[config.mk]
export PLATFORM = sky130hd
export DESIGN_NAME = char_lcd_text_cursor_writer
export DESIGN_NICKNAME = d
export VERILOG_FILES = /design/src/clcd_pkg.sv /design/src/clcd_front.sv /design/src/clcd_queue.sv /design/src/clcd_back.sv /design/src/char_lcd_text_cursor_writer.sv
export SDC_FILE = /design/constraint.sdc
export NUM_CORES = 1
export LEC_CHECK = 0
export BUFFER_PORTS_ARGS = -buffer_cell sky130_fd_sc_hd__buf_2
export CAP_MARGIN = 20
export CORE_MARGIN = 2
export CORE_UTILIZATION = 40
export CTS_BUF_LIST = sky130_fd_sc_hd__clkbuf_4
export CTS_CLUSTER_SIZE = 40
export DETAILED_ROUTE_END_ITERATION = 10
export GPL_TIMING_DRIVEN = 1
export HOLD_SLACK_MARGIN = 0.05
export PLACE_DENSITY_LB_ADDON = 0.3
export SYNTH_ARGS = -nofsm -noshare
export SYNTH_HDL_FRONTEND = slang
export SYNTH_SLANG_ARGS = --single-unit
[constraint.sdc]
create_clock -name clk -period 4.4 [get_ports clk]
set_clock_uncertainty 0.2 [all_clocks]
set_input_delay 1.32 -clock clk [delete_from_list [all_inputs] [get_ports clk]]
set_output_delay 1.32 -clock clk [all_outputs]
set_load 0.1 [all_outputs]
[src/clcd_pkg.sv]
// ----------------------------------------------------------------------------
// clcd_pkg: shared types and constants of the character-LCD text writer
// Holds the byte record passed from the front to the back, the DDRAM row
// bases and the helpers that build a cursor-set command.
// ----------------------------------------------------------------------------
package clcd_pkg;

	localparam logic [2:0] MAX_ROWS = 3'd4;
	localparam logic [7:0] CHAR_LF = 8'h0A;
	localparam logic [7:0] CHAR_CR = 8'h0D;
	localparam logic       RS_INSTR = 1'b0;
	localparam logic       RS_DATA = 1'b1;
	localparam logic       MODE_TEXT = 1'b0;
	localparam logic       MODE_CURSOR = 1'b1;
	localparam logic       REG_DISPLAY_COLS = 1'b0;
	localparam logic       REG_DISPLAY_ROWS = 1'b1;
	localparam logic [7:0] CMD_SET_DDRAM = 8'h80;
	localparam logic [6:0] ROW_BASE [4] = '{7'h00, 7'h40, 7'h14, 7'h54};

	// One or two bytes caused by one input word. The optional first byte is
	// always an instruction (the wrap cursor set).
	typedef struct packed {
		logic       two_bytes;
		logic [7:0] first_byte;
		logic       rs;
		logic [7:0] main_byte;
	} clcd_rec_t;

	function automatic logic [1:0] clcd_norm_row(logic [2:0] row, logic [2:0] lim);
		logic [1:0] res;
		res = (row >= lim) ? 2'd0 : row[1:0];
		return res;
	endfunction

	function automatic logic [7:0] clcd_cmd(logic [5:0] col, logic [1:0] row);
		logic [6:0] addr;
		addr = {1'b0, col} + ROW_BASE[row];
		return CMD_SET_DDRAM | {1'b0, addr};
	endfunction

endpackage

[src/clcd_front.sv]
// ----------------------------------------------------------------------------
// clcd_front: input stage and cursor tracking
// Accepts one word per cycle while accept is high, updates the cursor and
// config state and builds the byte record the back stage turns to nibbles.
// ----------------------------------------------------------------------------
module clcd_front (
	input  logic                clk,
	input  logic                arst_n,
	input  logic                cfg_wr_en,
	input  logic                cfg_index,
	input  logic [5:0]          cfg_wdata,
	input  logic                accept,
	input  logic                mode,
	input  logic [7:0]          char_code,
	input  logic [5:0]          cursor_col,
	input  logic [1:0]          cursor_row,
	output clcd_pkg::clcd_rec_t rec
);
	import clcd_pkg::*;

	logic [5:0] display_cols_q;
	logic [2:0] display_rows_q;
	logic [5:0] col_q;
	logic [1:0] line_q;
	logic [5:0] col_next;
	logic [1:0] line_next;
	logic [2:0] lim;
	logic       wrap;
	logic [1:0] r_wrap;
	logic [5:0] col_a;
	logic [1:0] line_a;
	logic [1:0] r_new;

	always_comb begin
		lim = (display_rows_q < MAX_ROWS) ? display_rows_q : MAX_ROWS;
		wrap = col_q >= display_cols_q;
		r_wrap = clcd_norm_row({1'b0, line_q} + 3'd1, lim);
		col_a = wrap ? 6'd0 : col_q;
		line_a = wrap ? r_wrap : line_q;
		rec.first_byte = clcd_cmd(6'd0, r_wrap);
		rec.two_bytes = 1'b0;
		rec.rs = RS_INSTR;
		r_new = 2'd0;
		if (mode == MODE_CURSOR) begin
			r_new = clcd_norm_row({1'b0, cursor_row}, lim);
			rec.main_byte = clcd_cmd(cursor_col, r_new);
			col_next = cursor_col;
			line_next = r_new;
		end else begin
			rec.two_bytes = wrap;
			unique case (char_code)
				CHAR_LF: begin
					r_new = clcd_norm_row({1'b0, line_a} + 3'd1, lim);
					rec.main_byte = clcd_cmd(col_a, r_new);
					col_next = col_a;
					line_next = r_new;
				end
				CHAR_CR: begin
					r_new = clcd_norm_row({1'b0, line_a}, lim);
					rec.main_byte = clcd_cmd(6'd0, r_new);
					col_next = 6'd0;
					line_next = r_new;
				end
				default: begin
					rec.rs = RS_DATA;
					rec.main_byte = char_code;
					col_next = col_a + 6'd1;
					line_next = line_a;
				end
			endcase
		end
	end

	always_ff @(posedge clk or negedge arst_n) begin
		if (!arst_n) begin
			display_cols_q <= 6'd16;
			display_rows_q <= 3'd2;
			col_q <= 6'd0;
			line_q <= 2'd0;
		end else begin
			if (cfg_wr_en) begin
				unique case (cfg_index)
					REG_DISPLAY_COLS: display_cols_q <= cfg_wdata;
					REG_DISPLAY_ROWS: display_rows_q <= cfg_wdata[2:0];
					default: ;
				endcase
			end
			if (accept) begin
				col_q <= col_next;
				line_q <= line_next;
			end
		end
	end

endmodule

[src/clcd_queue.sv]
// ----------------------------------------------------------------------------
// clcd_queue: short record queue between front and back
// A small register file with read and write pointers and a fill count.
// ----------------------------------------------------------------------------
module clcd_queue #(
	parameter int DEPTH = 2
) (
	input  logic                clk,
	input  logic                arst_n,
	input  logic                wr,
	input  clcd_pkg::clcd_rec_t wdata,
	output logic                full,
	input  logic                rd,
	output logic                valid,
	output clcd_pkg::clcd_rec_t rdata
);
	import clcd_pkg::*;

	localparam int PW = (DEPTH > 1) ? $clog2(DEPTH) : 1;
	localparam int CW = $clog2(DEPTH + 1);
	localparam logic [PW-1:0] LAST_PTR = PW'(DEPTH - 1);
	localparam logic [CW-1:0] FULL_CNT = CW'(DEPTH);

	clcd_rec_t     mem_q [DEPTH];
	logic [PW-1:0] wptr_q;
	logic [PW-1:0] rptr_q;
	logic [CW-1:0] count_q;
	logic          do_wr;
	logic          do_rd;

	assign full = count_q == FULL_CNT;
	assign valid = count_q != '0;
	assign rdata = mem_q[rptr_q];
	assign do_wr = wr && !full;
	assign do_rd = rd && valid;

	always_ff @(posedge clk) begin
		if (do_wr) begin
			mem_q[wptr_q] <= wdata;
		end
	end

	always_ff @(posedge clk or negedge arst_n) begin
		if (!arst_n) begin
			wptr_q <= '0;
			rptr_q <= '0;
			count_q <= '0;
		end else begin
			if (do_wr) begin
				wptr_q <= (wptr_q == LAST_PTR) ? '0 : wptr_q + PW'(1);
			end
			if (do_rd) begin
				rptr_q <= (rptr_q == LAST_PTR) ? '0 : rptr_q + PW'(1);
			end
			if (do_wr && !do_rd) begin
				count_q <= count_q + CW'(1);
			end else if (do_rd && !do_wr) begin
				count_q <= count_q - CW'(1);
			end
		end
	end

endmodule

[src/clcd_back.sv]
// ----------------------------------------------------------------------------
// clcd_back: nibble sequencer and output register
// Splits each record into two or four nibbles, high nibble first, and holds
// the oldest nibble in an output register until it is popped.
// ----------------------------------------------------------------------------
module clcd_back (
	input  logic                clk,
	input  logic                arst_n,
	input  logic                q_valid,
	input  clcd_pkg::clcd_rec_t q_rec,
	output logic                q_rd,
	input  logic                pop,
	output logic                empty,
	output logic                reg_select,
	output logic [3:0]          nibble,
	output logic                last
);
	import clcd_pkg::*;

	clcd_rec_t  rec_q;
	logic       rec_valid_q;
	logic [1:0] step_q;
	logic       out_valid_q;
	logic       advance;
	logic       on_first;
	logic [7:0] cur_byte;
	logic       cur_rs;
	logic       cur_last;

	always_comb begin
		advance = !out_valid_q || pop;
		on_first = rec_q.two_bytes && !step_q[1];
		cur_byte = on_first ? rec_q.first_byte : rec_q.main_byte;
		cur_rs = on_first ? RS_INSTR : rec_q.rs;
		cur_last = rec_q.two_bytes ? (step_q == 2'd3) : (step_q == 2'd1);
		q_rd = q_valid && (!rec_valid_q || (advance && cur_last));
	end

	assign empty = !out_valid_q;

	always_ff @(posedge clk or negedge arst_n) begin
		if (!arst_n) begin
			rec_valid_q <= 1'b0;
			step_q <= 2'd0;
			out_valid_q <= 1'b0;
		end else begin
			if (advance) begin
				out_valid_q <= rec_valid_q;
				if (rec_valid_q) begin
					step_q <= cur_last ? 2'd0 : step_q + 2'd1;
				end
			end
			if (q_rd) begin
				rec_valid_q <= 1'b1;
			end else if (advance && cur_last) begin
				rec_valid_q <= 1'b0;
			end
		end
	end

	always_ff @(posedge clk) begin
		if (q_rd) begin
			rec_q <= q_rec;
		end
		if (advance && rec_valid_q) begin
			reg_select <= cur_rs;
			nibble <= step_q[0] ? cur_byte[3:0] : cur_byte[7:4];
			last <= cur_last;
		end
	end

endmodule

[src/char_lcd_text_cursor_writer.sv]
// ----------------------------------------------------------------------------
// char_lcd_text_cursor_writer: text and cursor stream to 4-bit LCD bus writes
//
//   Channel   Signals                                     Word accepted when
//   input     push full mode char_code cursor_col/row     push && !full
//   result    empty pop reg_select nibble last            pop && !empty
//   config    cfg_wr_en cfg_index cfg_wdata               cfg_wr_en
//
// The front takes one word per cycle while the record queue has room. Each
// word yields two or four nibbles, sent one per cycle by the back stage
// unless pop stalls, so the output register paces the word stream. Reset
// clears the cursor to column zero of row zero and loads 16 columns and 2
// rows. A stalled pop holds the result and backs up into the queue, which
// then raises full.
// ----------------------------------------------------------------------------
module char_lcd_text_cursor_writer #(
	parameter int QUEUE_DEPTH = 2
) (
	input  logic       clk,
	input  logic       arst_n,
	input  logic       cfg_wr_en,
	input  logic       cfg_index,
	input  logic [5:0] cfg_wdata,
	input  logic       push,
	output logic       full,
	input  logic       mode,
	input  logic [7:0] char_code,
	input  logic [5:0] cursor_col,
	input  logic [1:0] cursor_row,
	output logic       empty,
	input  logic       pop,
	output logic       reg_select,
	output logic [3:0] nibble,
	output logic       last
);
	import clcd_pkg::*;

	clcd_rec_t front_rec;
	clcd_rec_t q_rec;
	logic      accept;
	logic      q_valid;
	logic      q_rd;

	assign accept = push && !full;

	clcd_front u_front (
		.clk        (clk),
		.arst_n     (arst_n),
		.cfg_wr_en  (cfg_wr_en),
		.cfg_index  (cfg_index),
		.cfg_wdata  (cfg_wdata),
		.accept     (accept),
		.mode       (mode),
		.char_code  (char_code),
		.cursor_col (cursor_col),
		.cursor_row (cursor_row),
		.rec        (front_rec)
	);

	clcd_queue #(
		.DEPTH (QUEUE_DEPTH)
	) u_queue (
		.clk    (clk),
		.arst_n (arst_n),
		.wr     (accept),
		.wdata  (front_rec),
		.full   (full),
		.rd     (q_rd),
		.valid  (q_valid),
		.rdata  (q_rec)
	);

	clcd_back u_back (
		.clk        (clk),
		.arst_n     (arst_n),
		.q_valid    (q_valid),
		.q_rec      (q_rec),
		.q_rd       (q_rd),
		.pop        (pop),
		.empty      (empty),
		.reg_select (reg_select),
		.nibble     (nibble),
		.last       (last)
	);

endmodule

Word level (Yosys, flattened, before mapping)
Memory sizes are Yosys's and may differ from the RTL's. A register that Yosys moved wholly into a read port is not among the register bits. Index checks and enable logic that the tools add are counted. W data, S select, Z words.

Add/subtract/negate cells: 10. Order comparisons: 10. Equality and inequality tests: 5. Muxes and demuxes: 40. Bitwise logic cells: 5. Reduce and logical (&&, ||, !) cells: 24.

Operator list (number): $bmux W7 S2 (4); $mux W7 (8); $mux W2 (9); $eq A8 B4 Y1 const B (2); $mux W8 (2); $pmux W8 S2 (1); $add A6 B7 Y7 (2); $ge A3 B3 Y1 const B (4); $mux W6 (2); $not A2 Y3 (4); $pmux W6 S2 (1); $mux W1 (10); $logic_and A1 B1 Y1 (9); $add A2 B1 Y3 const B (2); $add A6 B1 Y6 const B (1); $ge A2 B3 Y1 (2); $ge A3 B3 Y1 (2); $ge A6 B6 Y1 (1); $logic_not A1 Y1 (6); $reduce_and A2 Y1 (3); $reduce_bool A2 Y1 (3); $add A2 B1 Y2 const B (2); $eq A2 B2 Y1 const B (2); $mux W4 (1); other kinds (9) (11).

Bits in registers: 39. Bits in writable memories: 34. Input port bits: 29. Output and inout port bits: 8. Logic and storage cells: 109. Memories: 1.

Memory list: u_queue.mem_q (words 2, width 17, rd ports 1, clocked after Yosys merged registers in 1, write ports 1, line clcd_queue.sv:24) `clcd_rec_t mem_q [DEPTH];`.

Logic depth before layout (Yosys ltp)
Depth in word-level cells: 15. Mapped depth: 20. Depth with buffers taken out: 20.

By module
From an unflattened synthesis, not the netlist that was laid out.

Cell total of the unflattened synthesis: 354. Area, all modules: 4446.8 µm².

Modules (own cells, without submodules): clcd_front (times used 1, cells each 229, area each 1863.0 µm², seq. area each 427.9 µm²); clcd_queue (times used 1, cells each 75, area each 1549.0 µm², seq. area each 1181.1 µm²); clcd_back (times used 1, cells each 49, area each 1021.0 µm², seq. area each 820.8 µm²); char_lcd_text_cursor_writer (times used 1, cells each 1, area each 13.8 µm², seq. area each 0.0 µm²).

Worst setup path after synthesis
Ideal clock, no wire load.

Kind: reg-to-reg. From: register u_front.line_q[0]. To: memory u_queue.mem_q[0][6] (netlist name), data pin. Setup time: 0.277 ns. Arrival time: 3.731 ns. Required time: 3.923 ns. Setup slack: 0.192 ns. Stages on the path, launching flop included: 18. Buffers on the path: 0. Clock period less this slack: 4.208 ns. Cells stage by stage: dfrtp_1 ha_1 ha_1 o21ai_0 nor3b_1 mux2_4 ha_1 ha_1 a21o_1 a31oi_1 and2_1 ha_1 a21o_1 and2_1 mux2i_1 nor2_1 o21ai_0 o211ai_1.

RTL lines: start, declared (line clcd_front.sv:24) `logic [1:0] line_q;`; start signal, assigned (line clcd_front.sv:90) `line_q <= line_next;`; end, declared (line clcd_queue.sv:24).

==> out/qor.txt <==
fin nets - 425
Core Footprint - 8810 sq um
simple-gate share of the synthesized area - 0.136
GP Congestion - 0.880
largest family of logic cells by synthesized area - simple AND/OR/NAND/NOR gates
Peak VDD IR - 403 uV
Netlist cell types - 52
maximum clock frequency - 241 MHz
R2R depth - 17
GRT met3 Usage - 0.0358
num rows - 34
initial core utilization - 0.415
Yosys top cell area share - 0.345
EDFF count, synth - 42
Power, Total - 3.20 mW
largest net degree at the start of global routing - 31
Die Ht - 99.6 um
CTS tree - done
mean post-synth cell area - 11.5 sq um
clk_lat worst skew - 0.43 ns
crit end category - register
crit path launch type - register
post-DP HPWL - 5.51 mm
post-synthesis sequential area ratio - 0.516
clock root cell - clkbuf_4
initial DRC count - 195
FFs w/ async S/R, synth - 0.373
CP Depth - 17
Worst Tran Pin Value - 0.641 ns
Synth Area in XOR/XNOR - 0.0239
adder-cell area share of the yosys netlist - 0.0889
#FFs+latches synth - 67
synth warn - 0
met2 Usage GRT - 0.267
Wirelength per Cell - 15.9 um
Die W - 99.6 um
CP arrival - 4.09 ns
CTS hold repair buffers - 0
Pre-antenna DRT Iters - 4
Leak - 1.81 nW
Worst EP required - 4.34 ns
M1 GR Usage - 0.203
Mapped Cells - 317
Max Cap Violations - 0
design area - 4270 sq um
final WL - 7.70 mm
Worst path max stage delay - 0.41 ns
post-synth top area cell - edfxtp_1
Synth Net Count - 372
first-pass GRT wire length - 12.4 mm
status - complete, no violations
# IOs - 37
Hold Slack - 0.296 ns
hold depth - 1
GRT busiest layer - met2
# DRC - 0
cell family with most CP delay - adder cells
endpoints failing setup - 0
mux cell area share after synthesis - 0.0749
vias in the first global route - 2564
Power Dens Cells - 750 nW/um^2
initial antenna violation count - 0
Final period util - 0.944
H-Tree Depth - 3
Reg clk slew, reported paths - 0.14 ns
dpl ws - 0.0977 ns
worst hold path class - register to register
Worst Slack Setup Final - 0.245 ns
largest cells by area after synthesis - edfxtp_1, dfrtp_1, ha_1, mux2_2, nand2_1
Global Route Usage Sum - 0.160
total number of vias - 2640
slew margin rel. - 0.572
Cell Chain, Critical Path - ha_1 > ha_1 > o21ai_1 > a31oi_1 > nor3b_2 > mux2_2 > ha_1 > ha_1 > a21o_1 > a31oi_1 > and2_4 > ha_4 > a21o_1 > and2_1 > and3_1 > o22ai_1 > o211ai_1
final-report max-slew violation count - 0
Mapped Area - 3660 sq um
share of cells above drive strength 1 - 0.277
critical path type - register to register
compound-cell area share of the yosys netlist - 0.132
post-route setup TNS - 0 ns
drt via density - 5.47
Die Area - 9930 sq um
IO buf count - 36
Hold Vio Cnt, Final - 0
CTS Buf Count - 9
ANT cells - 0
slowest CP cell - dfrtp_1
clock sink count - 67
worst-path maximum fanout - 4
area grow syn2layout - 16.6%
crit path time final - 4.16 ns
DP Area - 4010 sq um
post-route ant nets - 0
Worst Path Buf+Inv - 0
Post-synth top flop - edfxtp_1
grt total ovfl - 0
deepest clock path buffer count - 2
most used cell, CP - ha_1
## flip-flops by register name, summed over array words and instances, names as in the netlist
| signal | flops |
|---|---|
| u_back.nibble | 4 |
| u_back.out_valid_q | 1 |
| u_back.reg_select | 1 |
| u_back.rec_valid_q | 1 |
| u_back.rec_q | 12 |
| u_front.display_rows_q | 3 |
| u_front.display_cols_q | 6 |
| u_front.line_q | 2 |
| u_queue.mem_q | 24 |
| u_queue.wptr_q | 1 |
| u_queue.rptr_q | 1 |
| u_back.step_q | 2 |
| u_queue.count_q | 2 |
| u_back.last | 1 |
| u_front.col_q | 6 |
## cells in the final DEF, fill, tap and decap left out, types with 2 or more instances in the layout
cell,instances
edfxtp_1,42
buf_2,36
nand2_1,31
dfrtp_1,23
ha_1,22
mux2_2,17
inv_1,15
nor2_1,15
buf_4,15
a21oi_1,14
o21ai_0,13
clkbuf_4,9
nand2b_1,8
nand3_1,8
a22oi_1,7
and2_1,6
nor2b_1,6
o21ai_1,5
a21o_1,5
a31oi_1,5
and3_1,5
xnor2_1,5
xor2_1,5
o31ai_1,4
nor3b_2,3
o21a_1,3
mux2i_1,3
o211ai_1,3
inv_6,3
mux2_4,2
and2_4,2
o22ai_1,2
nor3b_1,2
nand3b_1,2
a31o_1,2
nor3_1,2
ha_4,2
ha_2,2
bufinv_16,2
dfstp_2,2
## synthesized netlist by cell type (all sizes together), types with 6 or more instances
master   n
nand2   31
a22oi    7
mux2    19
inv     16
a21oi   15
o21ai   19
nand2b   8
and2     8
nand3    8
nor2    15
a31oi    6
nor2b    6
dfrtp   23
edfxtp  42
ha      26
## metal layers
layer	vias to the layer above	part of all wire	routed length [um]
met5	-	0	0
met4	0	0.020	157
met3	18	0.052	403
met2	83	0.49	3750
met1	1268	0.44	3380
li1	1271	-	-
## path summary, 6_finish.rpt
kind	from	endpoint	slack (ns)
min in group asynchronous	arst_n	u_front.line_q[0]	0.68
max in group asynchronous	arst_n	u_front.col_q[1]	2.91
min reg2reg	u_back.rec_valid_q	u_back.out_valid_q	0.30
min	u_back.rec_valid_q	u_back.out_valid_q	0.30
max reg2reg	u_front.line_q[0]	u_queue.mem_q[1][6]	0.24
max	u_front.line_q[0]	u_queue.mem_q[1][6]	0.24
## metrics by stage
step,utilization,cells
floorplan,-,317
global placement,0.456,463
detailed placement,0.456,463
CTS,0.475,479
global route,0.484,483
finish,0.484,483
## area by class of cell
class / instances / area (sq um)
fillers: 786 / 4540
flip-flops and latches: 67 / 1890
multi-input cells: 225 / 1720
repair buffers: 51 / 293
well taps: 108 / 135
clock inverters: 7 / 105
clock buffers: 9 / 67.6
inverters: 16 / 60.1
## cell families (layout without fill, tap and decap cells)
family / Yosys count / after routing
AO/OA/AOI/OAI: 72 / 72
XOR/XNOR: 10 / 10
adder cells (fa/ha/maj): 26 / 26
buffers and inverters: 25 / 83
flip-flops: 67 / 67
multiplexers: 23 / 23
AND/OR/NAND/NOR: 94 / 94
## power breakdown
group | internal, mW | leakage, nW | total (mW) | switching, mW
clock network | 0.240 | 0.0895 | 0.497 | 0.257
logic | 0.711 | 1.04 | 1.65 | 0.935
registers | 0.934 | 0.687 | 1.06 | 0.123
total | 1.88 | 1.81 | 3.20 | 1.32
## what timing repair did
item / 4_1_cts / 5_1_grt
setup endpoints to repair: 0 / 4
resized for setup: 0 / 10
buffers inserted: 0 / 4
No activity file was read; power rests on OpenSTA's default activity.
